--- src/hw/rtl/som_ns_pkg.sv ---
`timescale 1ns / 1ps

package som_ns_pkg;

    // Default sizes of the neighbourhood table and of the map grid.
    localparam int MAX_NEIGHBORS_DEF = 64;
    localparam int MAX_GRID_SIDE_DEF = 256;

    // Widths of the configuration port and of the grid side, unit count and neighbour count registers.
    localparam int CFG_INDEX_W = 3;
    localparam int CFG_DATA_W  = 17;
    localparam int SIDE_W      = 9;
    localparam int UNITS_W     = 17;
    localparam int COUNT_W     = 7;

    // Configuration register indexes.
    localparam logic [CFG_INDEX_W-1:0] CFG_GRID_WIDTH     = 3'd0;
    localparam logic [CFG_INDEX_W-1:0] CFG_GRID_HEIGHT    = 3'd1;
    localparam logic [CFG_INDEX_W-1:0] CFG_UNIT_COUNT     = 3'd2;
    localparam logic [CFG_INDEX_W-1:0] CFG_WRAP_ENABLE    = 3'd3;
    localparam logic [CFG_INDEX_W-1:0] CFG_NEIGHBOR_COUNT = 3'd4;

    // Largest unit count that is honoured.
    localparam logic [UNITS_W-1:0] UNITS_MAX = 17'd65536;

    // Input item modes.
    localparam logic MODE_LOAD  = 1'b0;
    localparam logic MODE_APPLY = 1'b1;

    // Input item.
    typedef struct packed {
        logic               mode;
        logic [5:0]         entry_slot;
        logic signed [7:0]  offset_x;
        logic signed [7:0]  offset_y;
        logic signed [15:0] entry_activation;
        logic [7:0]         winner_x;
        logic [7:0]         winner_y;
    } in_item_t;

    // Result item.
    typedef struct packed {
        logic [15:0]        unit_index;
        logic signed [15:0] unit_activation;
        logic               hit;
        logic               last;
    } out_item_t;

    // One neighbourhood table word: activation over row and column offsets.
    typedef struct packed {
        logic signed [15:0] activation;
        logic signed [7:0]  offset_y;
        logic signed [7:0]  offset_x;
    } entry_t;

    // Command handed from the front end to the back end.
    typedef enum logic {
        CMD_LOAD,
        CMD_APPLY
    } cmd_kind_t;

    typedef struct packed {
        cmd_kind_t  kind;
        logic [5:0] slot;
        entry_t     entry;
        logic [7:0] winner_x;
        logic [7:0] winner_y;
    } cmd_t;

    // Configuration register file contents.
    typedef struct packed {
        logic [SIDE_W-1:0]  grid_width;
        logic [SIDE_W-1:0]  grid_height;
        logic [UNITS_W-1:0] unit_count;
        logic               wrap_enable;
        logic [COUNT_W-1:0] neighbor_count;
    } cfg_t;

endpackage

--- src/hw/rtl/som_ns_ram.sv ---
`timescale 1ns / 1ps

module som_ns_ram #(
    parameter int WIDTH = 32,
    parameter int DEPTH = 64,
    localparam int AW = (DEPTH > 1) ? $clog2(DEPTH) : 1
) (
    input  logic             clk,
    input  logic             we,
    input  logic [AW-1:0]    waddr,
    input  logic [WIDTH-1:0] wdata,
    input  logic             re,
    input  logic [AW-1:0]    raddr,
    output logic [WIDTH-1:0] rdata
);

    logic [WIDTH-1:0] mem [DEPTH];
    logic [WIDTH-1:0] rdata_reg;

    // Single write port and one registered read port.
    always_ff @(posedge clk)
    begin
        if (we)
        begin
            mem[waddr] <= wdata;
        end
        if (re)
        begin
            rdata_reg <= mem[raddr];
        end
    end

    assign rdata = rdata_reg;

endmodule

--- src/hw/rtl/som_ns_queue.sv ---
`timescale 1ns / 1ps

module som_ns_queue (
    input  logic              clk,
    input  logic              rst_n,
    input  logic              push,
    input  som_ns_pkg::cmd_t  push_cmd,
    input  logic              pop,
    output som_ns_pkg::cmd_t  pop_cmd,
    output logic              full,
    output logic              empty
);

    som_ns_pkg::cmd_t slot_reg [2];
    logic             wr_ptr_reg;
    logic             wr_ptr_next;
    logic             rd_ptr_reg;
    logic             rd_ptr_next;
    logic [1:0]       fill_reg;
    logic [1:0]       fill_next;

    // Pointer and fill level update for a two-entry command queue.
    always_comb
    begin
        wr_ptr_next = push ? ~wr_ptr_reg : wr_ptr_reg;
        rd_ptr_next = pop ? ~rd_ptr_reg : rd_ptr_reg;
        fill_next   = fill_reg;
        if (push && !pop)
        begin
            fill_next = fill_reg + 2'd1;
        end
        else if (pop && !push)
        begin
            fill_next = fill_reg - 2'd1;
        end
    end

    always_ff @(posedge clk or negedge rst_n)
    begin
        if (!rst_n)
        begin
            wr_ptr_reg <= 1'b0;
            rd_ptr_reg <= 1'b0;
            fill_reg   <= 2'd0;
        end
        else
        begin
            wr_ptr_reg <= wr_ptr_next;
            rd_ptr_reg <= rd_ptr_next;
            fill_reg   <= fill_next;
        end
    end

    // Command storage needs no reset.
    always_ff @(posedge clk)
    begin
        if (push)
        begin
            slot_reg[wr_ptr_reg] <= push_cmd;
        end
    end

    assign pop_cmd = slot_reg[rd_ptr_reg];
    assign full    = fill_reg[1];
    assign empty   = (fill_reg == 2'd0);

endmodule

--- src/hw/rtl/som_ns_front.sv ---
`timescale 1ns / 1ps

module som_ns_front #(
    parameter int MAX_NEIGHBORS = som_ns_pkg::MAX_NEIGHBORS_DEF
) (
    input  logic                            in_valid,
    output logic                            in_stall,
    input  som_ns_pkg::in_item_t            in_data,
    input  logic [som_ns_pkg::COUNT_W-1:0]  neighbor_count,
    input  logic                            q_full,
    output logic                            push,
    output som_ns_pkg::cmd_t                push_cmd
);

    logic accept;
    logic keep;

    // An item is taken whenever the command queue has room.
    assign in_stall = q_full;
    assign accept   = in_valid && !q_full;

    // Loads into slots past the table and applies over an empty table are
    // dropped here; everything else becomes a command for the back end.
    always_comb
    begin
        push_cmd.slot     = in_data.entry_slot;
        push_cmd.entry    = '{activation: in_data.entry_activation,
                              offset_y:   in_data.offset_y,
                              offset_x:   in_data.offset_x};
        push_cmd.winner_x = in_data.winner_x;
        push_cmd.winner_y = in_data.winner_y;
        if (in_data.mode == som_ns_pkg::MODE_LOAD)
        begin
            push_cmd.kind = som_ns_pkg::CMD_LOAD;
            keep = ({1'b0, in_data.entry_slot} < 7'(MAX_NEIGHBORS));
        end
        else
        begin
            push_cmd.kind = som_ns_pkg::CMD_APPLY;
            keep = (neighbor_count != '0);
        end
    end

    assign push = accept && keep;

endmodule

--- src/hw/rtl/som_ns_back.sv ---
`timescale 1ns / 1ps

module som_ns_back #(
    parameter int MAX_NEIGHBORS = som_ns_pkg::MAX_NEIGHBORS_DEF,
    parameter int MAX_GRID_SIDE = som_ns_pkg::MAX_GRID_SIDE_DEF
) (
    input  logic                  clk,
    input  logic                  rst_n,
    input  som_ns_pkg::cfg_t      cfg,
    input  logic                  q_empty,
    input  som_ns_pkg::cmd_t      q_cmd,
    output logic                  q_pop,
    output logic                  out_valid,
    input  logic                  out_stall,
    output som_ns_pkg::out_item_t out_data
);

    localparam int AW       = (MAX_NEIGHBORS > 1) ? $clog2(MAX_NEIGHBORS) : 1;
    localparam int CW       = $clog2(MAX_NEIGHBORS + 1);
    localparam int SW       = som_ns_pkg::SIDE_W;
    localparam int SIDE_CAP = (MAX_GRID_SIDE > 511) ? 511 : MAX_GRID_SIDE;
    localparam int IDX_W    = 2 * SW + 1;

    typedef enum logic [2:0] {
        S_IDLE,
        S_READ,
        S_SETUP,
        S_DIV,
        S_MUL,
        S_OUT
    } state_t;

    // Per-axis preparation: miss flag, sign and magnitude for the divider.
    typedef struct packed {
        logic          miss;
        logic          neg;
        logic [SW-1:0] mag;
    } axis_t;

    function automatic axis_t axis_prep(input logic signed [SW:0] coord,
                                        input logic [SW-1:0] side,
                                        input logic wrap);
        axis_t a;
        logic  in_range;
        in_range = !coord[SW] && (coord[SW-1:0] < side);
        a.neg    = coord[SW];
        a.mag    = coord[SW] ? SW'(-coord) : coord[SW-1:0];
        a.miss   = (side == '0) || (!in_range && !wrap);
        return a;
    endfunction

    // One restoring step of the remainder.
    function automatic logic [SW-1:0] mod_step(input logic [SW-1:0] rem,
                                               input logic bit_in,
                                               input logic [SW-1:0] side);
        logic [SW:0] t;
        t = {rem, bit_in};
        if (t >= {1'b0, side})
        begin
            t = t - {1'b0, side};
        end
        return t[SW-1:0];
    endfunction

    // Negative coordinates wrap from the top of the side.
    function automatic logic [SW-1:0] fold(input logic [SW-1:0] rem,
                                           input logic neg,
                                           input logic [SW-1:0] side);
        return (neg && rem != '0) ? side - rem : rem;
    endfunction

    state_t                       state_reg;
    logic [CW-1:0]                cnt_reg;
    logic [CW-1:0]                n_reg;
    logic [7:0]                   wx_reg;
    logic [7:0]                   wy_reg;
    logic signed [15:0]           act_reg;
    axis_t                        ax_reg;
    axis_t                        ay_reg;
    logic [SW-1:0]                rem_x_reg;
    logic [SW-1:0]                rem_y_reg;
    logic [3:0]                   step_reg;
    logic [IDX_W-1:0]             idx_reg;
    logic                         out_valid_reg;
    som_ns_pkg::out_item_t        out_data_reg;

    logic [SW-1:0]                side_x;
    logic [SW-1:0]                side_y;
    logic [som_ns_pkg::UNITS_W-1:0] units;
    logic [CW-1:0]                n_sat;
    logic                         ram_we;
    logic                         ram_re;
    logic [31:0]                  ram_rdata;
    som_ns_pkg::entry_t           rd_entry;
    logic signed [SW:0]           cx_raw;
    logic signed [SW:0]           cy_raw;
    axis_t                        ax_next;
    axis_t                        ay_next;
    logic [SW-1:0]                cx;
    logic [SW-1:0]                cy;
    logic [2*SW-1:0]              prod;
    logic [IDX_W-1:0]             idx_next;
    logic                         out_free;
    logic                         out_load;
    logic                         is_last;
    logic                         hit;

    // Saturated configuration values.
    assign side_x = (cfg.grid_width > SW'(SIDE_CAP)) ? SW'(SIDE_CAP) : cfg.grid_width;
    assign side_y = (cfg.grid_height > SW'(SIDE_CAP)) ? SW'(SIDE_CAP) : cfg.grid_height;
    assign units  = (cfg.unit_count > som_ns_pkg::UNITS_MAX) ? som_ns_pkg::UNITS_MAX
                                                             : cfg.unit_count;
    assign n_sat  = (cfg.neighbor_count > 7'(MAX_NEIGHBORS)) ? CW'(MAX_NEIGHBORS)
                                                             : CW'(cfg.neighbor_count);

    // Table access: loads write from idle, applies read one entry each pass.
    assign q_pop  = (state_reg == S_IDLE) && !q_empty;
    assign ram_we = q_pop && (q_cmd.kind == som_ns_pkg::CMD_LOAD);
    assign ram_re = (state_reg == S_READ);

    som_ns_ram #(
        .WIDTH (32),
        .DEPTH (MAX_NEIGHBORS)
    ) u_table (
        .clk   (clk),
        .we    (ram_we),
        .waddr (q_cmd.slot[AW-1:0]),
        .wdata (q_cmd.entry),
        .re    (ram_re),
        .raddr (cnt_reg[AW-1:0]),
        .rdata (ram_rdata)
    );

    assign rd_entry = som_ns_pkg::entry_t'(ram_rdata);

    // Coordinates of the entry around the winner and their classification.
    assign cx_raw  = $signed({2'b00, wx_reg} + {{2{rd_entry.offset_x[7]}}, rd_entry.offset_x});
    assign cy_raw  = $signed({2'b00, wy_reg} + {{2{rd_entry.offset_y[7]}}, rd_entry.offset_y});
    assign ax_next = axis_prep(cx_raw, side_x, cfg.wrap_enable);
    assign ay_next = axis_prep(cy_raw, side_y, cfg.wrap_enable);

    // Linear index from the reduced coordinates.
    assign cx       = fold(rem_x_reg, ax_reg.neg, side_x);
    assign cy       = fold(rem_y_reg, ay_reg.neg, side_y);
    assign prod     = cy * side_x;
    assign idx_next = {1'b0, prod} + {{(IDX_W - SW){1'b0}}, cx};

    // Result assembly.
    assign hit      = !ax_reg.miss && !ay_reg.miss
                      && (idx_reg < {{(IDX_W - som_ns_pkg::UNITS_W){1'b0}}, units});
    assign is_last  = ((cnt_reg + CW'(1)) == n_reg);
    assign out_free = !out_valid_reg || !out_stall;
    assign out_load = (state_reg == S_OUT) && out_free;

    // Entry sequencer and output register.
    always_ff @(posedge clk or negedge rst_n)
    begin
        if (!rst_n)
        begin
            state_reg     <= S_IDLE;
            cnt_reg       <= '0;
            n_reg         <= '0;
            wx_reg        <= '0;
            wy_reg        <= '0;
            act_reg       <= '0;
            ax_reg        <= '0;
            ay_reg        <= '0;
            rem_x_reg     <= '0;
            rem_y_reg     <= '0;
            step_reg      <= '0;
            idx_reg       <= '0;
            out_valid_reg <= 1'b0;
            out_data_reg  <= '0;
        end
        else
        begin
            if (out_valid_reg && !out_stall && !out_load)
            begin
                out_valid_reg <= 1'b0;
            end
            case (state_reg)
                S_IDLE:
                begin
                    if (q_pop && q_cmd.kind == som_ns_pkg::CMD_APPLY)
                    begin
                        wx_reg    <= q_cmd.winner_x;
                        wy_reg    <= q_cmd.winner_y;
                        n_reg     <= n_sat;
                        cnt_reg   <= '0;
                        state_reg <= S_READ;
                    end
                end
                S_READ:
                begin
                    state_reg <= S_SETUP;
                end
                S_SETUP:
                begin
                    ax_reg    <= ax_next;
                    ay_reg    <= ay_next;
                    act_reg   <= rd_entry.activation;
                    rem_x_reg <= '0;
                    rem_y_reg <= '0;
                    step_reg  <= 4'(SW - 1);
                    state_reg <= S_DIV;
                end
                S_DIV:
                begin
                    // One quotient bit per cycle on both axes, most significant first.
                    rem_x_reg     <= mod_step(rem_x_reg, ax_reg.mag[SW-1], side_x);
                    rem_y_reg     <= mod_step(rem_y_reg, ay_reg.mag[SW-1], side_y);
                    ax_reg.mag    <= {ax_reg.mag[SW-2:0], 1'b0};
                    ay_reg.mag    <= {ay_reg.mag[SW-2:0], 1'b0};
                    step_reg      <= step_reg - 4'd1;
                    if (step_reg == 4'd0)
                    begin
                        state_reg <= S_MUL;
                    end
                end
                S_MUL:
                begin
                    idx_reg   <= idx_next;
                    state_reg <= S_OUT;
                end
                S_OUT:
                begin
                    if (out_free)
                    begin
                        out_valid_reg                <= 1'b1;
                        out_data_reg.unit_index      <= hit ? idx_reg[15:0] : 16'd0;
                        out_data_reg.unit_activation <= hit ? act_reg : 16'sd0;
                        out_data_reg.hit             <= hit;
                        out_data_reg.last            <= is_last;
                        if (is_last)
                        begin
                            state_reg <= S_IDLE;
                        end
                        else
                        begin
                            cnt_reg   <= cnt_reg + CW'(1);
                            state_reg <= S_READ;
                        end
                    end
                end
                default:
                begin
                    state_reg <= S_IDLE;
                end
            endcase
        end
    end

    assign out_valid = out_valid_reg;
    assign out_data  = out_data_reg;

`ifndef SYNTHESIS
    // The remainder loop always hands over to the index multiply.
    a_div_to_mul: assert property (@(posedge clk) disable iff (!rst_n)
        (state_reg == S_DIV && step_reg == 4'd0) |=> state_reg == S_MUL)
        else $error("divider did not hand over to the multiply");

    // The entry counter never runs past the number of entries in use.
    a_cnt_bound: assert property (@(posedge clk) disable iff (!rst_n)
        (state_reg != S_IDLE) |-> (cnt_reg < n_reg))
        else $error("entry counter beyond table size");

    // The result for the final entry ends the walk.
    a_last_ends: assert property (@(posedge clk) disable iff (!rst_n)
        (out_load && is_last) |=> (state_reg == S_IDLE && out_data_reg.last))
        else $error("walk continued after the final entry");
`endif

endmodule

--- src/hw/rtl/som_neighborhood_scatter.sv ---
`timescale 1ns / 1ps

// SOM neighbourhood scatter.
// Input channel (in_valid, in_stall, in_data): an item is taken at a clock
// edge with in_valid high and in_stall low. A load item writes one
// neighbourhood table entry and gives no result; an apply item walks the
// first neighbor_count entries around the winner and gives one result each.
// Output channel (out_valid, out_stall, out_data): one result per edge with
// out_valid high and out_stall low; last marks the final entry of a walk.
// Items pass through a two-deep command queue, so the input keeps taking
// items while a walk is in progress until that queue is full.
// Each table entry passes through a table read, a setup step, the
// bit-serial remainder unit, the index multiply and the output register;
// the entries of a walk are handled one after another. A load is written
// to the table once the sequencer is idle and pops it from the queue.
// A stalled receiver holds the result in the output register and the walk
// pauses on the next entry. Reset clears the queue, the sequencer and the
// configuration registers (16 x 16 grid, 256 units, no wrap, no entries);
// the table contents are undefined until loaded.
// Configuration is written through cfg_we, cfg_index and cfg_data.

module som_neighborhood_scatter #(
    parameter int MAX_NEIGHBORS = som_ns_pkg::MAX_NEIGHBORS_DEF,
    parameter int MAX_GRID_SIDE = som_ns_pkg::MAX_GRID_SIDE_DEF
) (
    input  logic                                clk,
    input  logic                                rst_n,
    input  logic                                in_valid,
    output logic                                in_stall,
    input  som_ns_pkg::in_item_t                in_data,
    output logic                                out_valid,
    input  logic                                out_stall,
    output som_ns_pkg::out_item_t               out_data,
    input  logic                                cfg_we,
    input  logic [som_ns_pkg::CFG_INDEX_W-1:0]  cfg_index,
    input  logic [som_ns_pkg::CFG_DATA_W-1:0]   cfg_data
);

    som_ns_pkg::cfg_t cfg_reg;
    logic             q_push;
    som_ns_pkg::cmd_t q_push_cmd;
    logic             q_pop;
    som_ns_pkg::cmd_t q_pop_cmd;
    logic             q_full;
    logic             q_empty;

    // Configuration register file.
    always_ff @(posedge clk or negedge rst_n)
    begin
        if (!rst_n)
        begin
            cfg_reg.grid_width     <= 9'd16;
            cfg_reg.grid_height    <= 9'd16;
            cfg_reg.unit_count     <= 17'd256;
            cfg_reg.wrap_enable    <= 1'b0;
            cfg_reg.neighbor_count <= 7'd0;
        end
        else if (cfg_we)
        begin
            case (cfg_index)
                som_ns_pkg::CFG_GRID_WIDTH:     cfg_reg.grid_width     <= cfg_data[8:0];
                som_ns_pkg::CFG_GRID_HEIGHT:    cfg_reg.grid_height    <= cfg_data[8:0];
                som_ns_pkg::CFG_UNIT_COUNT:     cfg_reg.unit_count     <= cfg_data[16:0];
                som_ns_pkg::CFG_WRAP_ENABLE:    cfg_reg.wrap_enable    <= cfg_data[0];
                som_ns_pkg::CFG_NEIGHBOR_COUNT: cfg_reg.neighbor_count <= cfg_data[6:0];
                default:
                begin
                end
            endcase
        end
    end

    // Front end: takes items and turns them into commands.
    som_ns_front #(
        .MAX_NEIGHBORS (MAX_NEIGHBORS)
    ) u_front (
        .in_valid       (in_valid),
        .in_stall       (in_stall),
        .in_data        (in_data),
        .neighbor_count (cfg_reg.neighbor_count),
        .q_full         (q_full),
        .push           (q_push),
        .push_cmd       (q_push_cmd)
    );

    // Command queue between the two halves.
    som_ns_queue u_queue (
        .clk      (clk),
        .rst_n    (rst_n),
        .push     (q_push),
        .push_cmd (q_push_cmd),
        .pop      (q_pop),
        .pop_cmd  (q_pop_cmd),
        .full     (q_full),
        .empty    (q_empty)
    );

    // Back end: table, remainder unit, index multiply and output register.
    som_ns_back #(
        .MAX_NEIGHBORS (MAX_NEIGHBORS),
        .MAX_GRID_SIDE (MAX_GRID_SIDE)
    ) u_back (
        .clk       (clk),
        .rst_n     (rst_n),
        .cfg       (cfg_reg),
        .q_empty   (q_empty),
        .q_cmd     (q_pop_cmd),
        .q_pop     (q_pop),
        .out_valid (out_valid),
        .out_stall (out_stall),
        .out_data  (out_data)
    );

endmodule
--- config.mk ---
export PLATFORM = sky130hd
export DESIGN_NAME = som_neighborhood_scatter
export DESIGN_NICKNAME = d
export VERILOG_FILES = /design/src/hw/rtl/som_ns_pkg.sv /design/src/hw/rtl/som_ns_ram.sv /design/src/hw/rtl/som_ns_queue.sv /design/src/hw/rtl/som_ns_front.sv /design/src/hw/rtl/som_ns_back.sv /design/src/hw/rtl/som_neighborhood_scatter.sv
export SDC_FILE = /design/constraint.sdc
export NUM_CORES = 2
export LEC_CHECK = 0
export BUFFER_PORTS_ARGS = -buffer_cell sky130_fd_sc_hd__buf_2
export CORE_ASPECT_RATIO = 1.75
export CORE_MARGIN = 5
export CORE_UTILIZATION = 60
export DETAILED_ROUTE_END_ITERATION = 12
export HOLD_SLACK_MARGIN = 0.1
export PLACE_DENSITY = 0.76
export RECOVER_POWER = 100
export SLEW_MARGIN = 20
export SYNTH_ARGS = -nofsm -noshare
export SYNTH_HDL_FRONTEND = slang
export SYNTH_HIERARCHICAL = 1
export SYNTH_SLANG_ARGS = --single-unit
--- constraint.sdc ---
create_clock -name clk -period 9 [get_ports clk]
set_input_delay 0 -clock clk [delete_from_list [all_inputs] [get_ports clk]]
set_output_delay 0 -clock clk [all_outputs]
set_load 0.02 [all_outputs]
== Word level (Yosys, flattened, before mapping) ==
Memory sizes are Yosys's and may differ from the RTL's. A register that Yosys moved wholly into a read port is not among the register bits.
Cells that the tools add are included.
Storage, ports and cells
  flip-flop bits (word level): 194
  bits in writable memories: 2158
  input port bits: 80
  output and inout bits: 36
  word-level logic and storage cells: 164
  memories kept: 2
Cells by class
  $add $sub $neg: 13
  multiply operators: 1
  $lt $le $gt $ge: 9
  equal/unequal tests: 14
  mux-type cells: 37
  bitwise logic cells: 3
  reduce and logical (&&, ||, !) cells: 56
Memory list
  u_back.u_table.mem: words 64, width 32, read ports 1, clocked after Yosys merged registers in 1, wr ports 1, line som_ns_ram.sv:17  | logic [WIDTH-1:0] mem [DEPTH];
  u_queue.slot_reg: words 2, width 55, read ports 1, clocked after Yosys merged registers in 0, wr ports 1, line som_ns_queue.sv:14  | som_ns_pkg::cmd_t slot_reg [2];
Operator list (number)
  two-way mux 9 bit: 8
  one-hot mux 9 bit (2 select lines): 4
  subtractor 9 bit: 4
  two-way mux 16 bit: 2
  two-way mux 7 bit: 4
  adder 9 x 8 -> 10 bit: 2
  greater-or-equal comparator 10 x 9 -> 1 bit: 2
  adder 18 x 9 -> 19 bit: 1
  less-than comparator 19 x 17 -> 1 bit: 1
  > comparator 9 bit (second input constant): 2
  logical AND 1 bit: 18
  logical NOT 9 bit: 2
  less-than comparator 9 bit: 2
  multiplier 9 x 9 -> 18 bit: 1
  negation 9 bit: 2
  one-hot mux 3 bit (6 select lines): 1
  nonzero test 9 bit: 2
  > comparator 17 bit (second input constant): 1
  two-way mux 17 bit: 1
  logical NOT 1 bit: 14
  one-hot mux 7 bit (2 select lines): 1
  AND reduction 2 bit: 7
  equality test 3 x 2 -> 1 bit (second input constant): 4
  two-way mux 1 bit: 10
  22 further kinds: 37

== Depth between registers and ports, before layout ==
  depth in word-level cells: 8
  gate-level depth with buffers: 30

== Modules after synthesis ==
The synthesis kept the hierarchy.
Modules (own cells, without submodules)
  som_ns_ram: instances 1, cells each 3324, area an instance 78835.6 µm², seq. area each 62459.9 µm²
  som_ns_back: instances 1, cells each 1431, area an instance 12959.9 µm², seq. area each 3678.5 µm²
  som_ns_queue: instances 1, cells each 186, area an instance 4314.1 µm², seq. area each 3403.3 µm²
  som_neighborhood_scatter: instances 1, cells each 95, area an instance 1655.3 µm², seq. area each 1079.8 µm²
  som_ns_front: instances 1, cells each 60, area an instance 452.9 µm², seq. area each 0.0 µm²

== Least setup slack after synthesis ==
Ideal clock, no wire load.
  path type: reg-to-reg
  start point: register cfg_reg[33] (netlist bit)
  end point: register u_back.idx_reg[18]
  arrival time: 6.917 ns
  data required time: 8.869 ns
  path slack: 1.952 ns
  cell stages (with the launch flop): 28
  path through: dfrtp_1 clkinv_1 nand2_1 inv_1 fa_1 a21o_1 a21oi_1 o21bai_1 a2111oi_1 o211ai_1 a21o_1 buf_2 a21o_1 fa_1 inv_1 fa_1 fa_1 fa_1 inv_1 fa_1 inv_1 ha_1 a21oi_1 nor2b_1 a311oi_2 o21a_2 o311a_1 or3_1
Between the ends
  cells in the longest elaborated chain, start to end: 6
RTL lines
  from (decl): line som_neighborhood_scatter.sv:39  | som_ns_pkg::cfg_t cfg_reg;
  > comparator 9 bit: line som_ns_back.sv:110  | assign side_y = (cfg.grid_height > SW'(SIDE_CAP)) ? SW'(SIDE_CAP) : cfg.grid_height;
  two-way mux 9 bit (*): line som_ns_back.sv:110
  subtractor 9 bit (*): line som_ns_back.sv:69  | return (neg && rem != '0) ? side - rem : rem;
  two-way mux 9 bit (*): line som_ns_back.sv:69
  multiplier 9 x 9 -> 18 bit (*): line som_ns_back.sv:145  | assign prod = cy * side_x;
  adder 18 x 9 -> 19 bit (*): line som_ns_back.sv:146  | assign idx_next = {1'b0, prod} + {{(IDX_W - SW){1'b0}}, cx};
  to (signal assigned): line som_ns_back.sv:222  | idx_reg <= idx_next;
  to (decl): line som_ns_back.sv:83  | logic [IDX_W-1:0] idx_reg;
Mark *: on every way between the ends. The rest lies on a longest branch, timed or not.
A chain may end at the register's enable or synchronous reset.

== Worst setup path after layout ==
Same ends and word-level chain as after synthesis.

==> impl_metrics.env <==
export IMPL_antenna_found_initial=14
export IMPL_synth_seq_cells=2384
export IMPL_layout_setup_ws_ns=0.8692
export IMPL_numPortBuffers=115
export IMPL_violations="capacitance limit, slew limit"
export IMPL_cts_tree="done"
export IMPL_rsz0062_at_grt="no"
export IMPL_ios=116
export IMPL_hold_viol_final=0
export IMPL_layout_common_cells="edfxtp_1, mux4_2, nand2_1"
export IMPL_cap_violations=131
export IMPL_insertion_delay_ns=0.86
export IMPL_drt_iter0_drc=6375
export IMPL_grt_pass1_wl_mm=378.4
export IMPL_slew_headroom_pct=-237.1
export IMPL_ant_nets=0
export IMPL_worst_ep_required_time_ns=9.72
export IMPL_cp_max_fo=10
export IMPL_dp_hpwl_mm=154.4
export IMPL_start_util_pct=60.32
export IMPL_drive_gt1_share_pct=19.77
export IMPL_cts_resized=0
export IMPL_wirelength_mm=265.4
export IMPL_syn_cell_area_um2=98220
export IMPL_clockBufferDepth=4
export IMPL_post_route_period_util_pct=90.34
export IMPL_post_route_drc_count=0
export IMPL_rows=196
export IMPL_fin_tns_setup_ns=0
export IMPL_r2r_end="u_back/idx_reg[18]$_DFFE_PN0P_"
export IMPL_layout_commonest_cell="edfxtp_1"
export IMPL_drt_pass1_iterations=6
export IMPL_grtUsageTotal_pct=30.86
export IMPL_die_h_um=545.2
export IMPL_synth_edf_count=2190
export IMPL_cts_num_sinks=2384
export IMPL_synth_fp_nets=5385
export IMPL_yosysWarnings=6
export IMPL_core_area_um2=162800
export IMPL_synthToLayoutAreaGrowth_pct=10.90
export IMPL_num_vias=52460
export IMPL_fmax_mhz=123.0
export IMPL_die_w_um=315.8
export IMPL_hold_depth=3
export IMPL_regToRegSetupSlack_ns=0.87
export IMPL_run_status="finished with violations"
export IMPL_min_from="cfg_data[2]"
export IMPL_vdd_ir_drop_max_mv=0.3281
export IMPL_hold_class="in2reg"
export IMPL_clk_pin_slew_ns=0.07
export IMPL_yosysUniqueCellTypes=92
export IMPL_whs_endpoint="cfg_reg[10]$_DFFE_PN0P_"
export IMPL_nets=5689
export IMPL_finalCriticalPeriod_ns=8.131
export IMPL_avgSynthCellArea_um2=19.27
export IMPL_met1_usage_pct=35.43
export IMPL_largest_register_ffs=2048
export IMPL_ys_seq_area_share_pct=71.90
export IMPL_cts_root_buf="clkbuf_16"
export IMPL_powerDensity_nw_per_um2=314.7
export IMPL_gr_usage_met2_pct=54.24
export IMPL_numCtsBuffers=203
export IMPL_ff2ff_path_depth=26
export IMPL_cp_arrival_ns=8.85
export IMPL_worst_slew_pin_slew_ns=5.057
export IMPL_leakage_nw=35.58
export IMPL_h_tree_depth=4
export IMPL_endpoint_kind="flip-flop"
export IMPL_finalClockSkew_ns=0.07539
export IMPL_vias_per_cell=6.782
export IMPL_final_setup_viol_count=0
export IMPL_synth_ff_type="edfxtp_1"
export IMPL_r2r_start="cfg_reg[33]$_DFFE_PN0P_"
export IMPL_die_area_um2=172200
export IMPL_netlist_instances=5096
export IMPL_grt_busiest_layer="met2"
export IMPL_grtUsageMet3_pct=4.760
export IMPL_overflow=0
export IMPL_holdBufCountCts=158
export IMPL_globalplace_congestion=0.9241
export IMPL_grt_pass1_vias=54270
export IMPL_cts_setup_buffers=0
export IMPL_pre_cts_ws_ns=1.038
export IMPL_final_max_slew_viol_count=4792
export IMPL_startpoint_type="flip-flop"
export IMPL_synthArstFlopShare_pct=8.138
export IMPL_grt_max_degree=118
export IMPL_critPathKind="reg2reg"
export IMPL_drt_wirelength_per_cell_um=34.32
[power by group]
group	internal [mW]	leakage, nW	switching, mW
Clock	4.95	3.18	3.87
Sequential	13.7	22.2	0.513
Combinational	4.40	10.2	6.80
[layout make-up]
type / count / area, µm²
clock inverter: 120 / 1368
tap: 2178 / 2725
antenna: 8 / 20.02
timing repair buffer: 393 / 2771
inverter: 134 / 503.0
clock buffer: 234 / 5196
fill: 10342 / 53920
sequential: 2384 / 70630
multi-input combinational: 2284 / 25700
[cells by family after synthesis]
group	Yosys count	synth area share [%]
AO/OA/AOI/OAI	555	3.894
XOR/XNOR	61	0.5440
adder cells (fa/ha/maj)	209	3.136
buffers and inverters	428	2.145
flip-flops	2384	71.90
multiplexers	781	15.19
AND/OR/NAND/NOR	678	3.183
[layer usage]
layer,vias to the layer above,routed length [µm]
met5,-,46
met4,8,23830
met3,1010,23880
met2,3390,137500
met1,26950,80220
li1,21102,-
[cell usage after synthesis, types with 12 or more instances]
library cell / instances / area share, %
mux2_4: 40 / 0.61
a21oi_1: 118 / 0.60
o221ai_1: 29 / 0.26
or3_1: 12 / 0.076
nor2b_1: 30 / 0.19
inv_1: 130 / 0.50
nand3_1: 40 / 0.20
mux2_2: 79 / 0.91
edfxtp_1: 2190 / 67
a21o_1: 23 / 0.18
clkbuf_1: 105 / 0.40
a311oi_1: 12 / 0.11
o21a_1: 23 / 0.18
buf_6: 14 / 0.16
nand2_1: 228 / 0.87
o21ai_0: 90 / 0.46
nor2_1: 216 / 0.83
dfrtp_1: 191 / 4.9
o22ai_1: 88 / 0.56
nor4_1: 14 / 0.089
mux4_2: 544 / 12
xor2_1: 36 / 0.32
mux2i_1: 118 / 1.2
fa_1: 62 / 1.3
a22o_1: 35 / 0.31
ha_1: 147 / 1.9
and2_1: 13 / 0.083
buf_1: 25 / 0.096
a22oi_1: 29 / 0.22
buf_2: 67 / 0.34
buf_4: 83 / 0.63
nor3_1: 40 / 0.20
nand2b_1: 22 / 0.14
xnor2_1: 25 / 0.22
nand4_1: 12 / 0.076
[per-stage QoR]
stage               util [%]  power [mW]  std cells  hold slack [ns]  cell area [µm²]
floorplan                  -       22.15       5096          -0.2956            98220
global placement       62.32       25.21       7214           0.1888           101500
detailed placement     62.32       25.43       7214           0.1926           101500
CTS                    67.33       34.26       7726           0.1529           109600
global route           66.88       35.76       7729           0.1929           108900
finish                 66.89       34.28       7735           0.2049           108900
[how the worst max path moves through the flow]
stage | start | end | slack [ns]
floorplan | cfg_reg[33]$_DFFE_PN0P_ | u_back/idx_reg[18]$_DFFE_PN0P_ | 1.95
global placement | cfg_reg[33]$_DFFE_PN0P_ | u_back/idx_reg[18]$_DFFE_PN0P_ | 1.14
detailed placement | cfg_reg[33]$_DFFE_PN0P_ | u_back/idx_reg[18]$_DFFE_PN0P_ | 1.04
CTS | cfg_reg[33]$_DFFE_PN0P_ | u_back/idx_reg[18]$_DFFE_PN0P_ | 1.05
global route | cfg_reg[33]$_DFFE_PN0P_ | u_back/idx_reg[18]$_DFFE_PN0P_ | 0.37
finish | cfg_reg[33]$_DFFE_PN0P_ | u_back/idx_reg[18]$_DFFE_PN0P_ | 0.87
[worst max-delay path, stage by stage (launching register included)]
cell and delay [ns]:
dfrtp_1 0.41, clkinv_1 0.33, nand2_1 0.29, inv_1 0.12, fa_1 0.44, a21o_1 0.19, a21oi_1 0.23, o21bai_1 0.13
a2111oi_0 0.57, or4_1 0.24, nand3_1 0.26, a21o_1 0.26, fa_1 0.48, inv_1 0.05, fa_1 0.55, fa_1 0.45
fa_1 0.55, inv_1 0.06, fa_1 0.53, inv_1 0.04, ha_1 0.37, a21oi_1 0.16, nor2b_1 0.08, a311oi_2 0.39
o21a_1 0.30, a2111oi_0 0.13, or3_1 0.40
(Power assumes the default switching activity.)
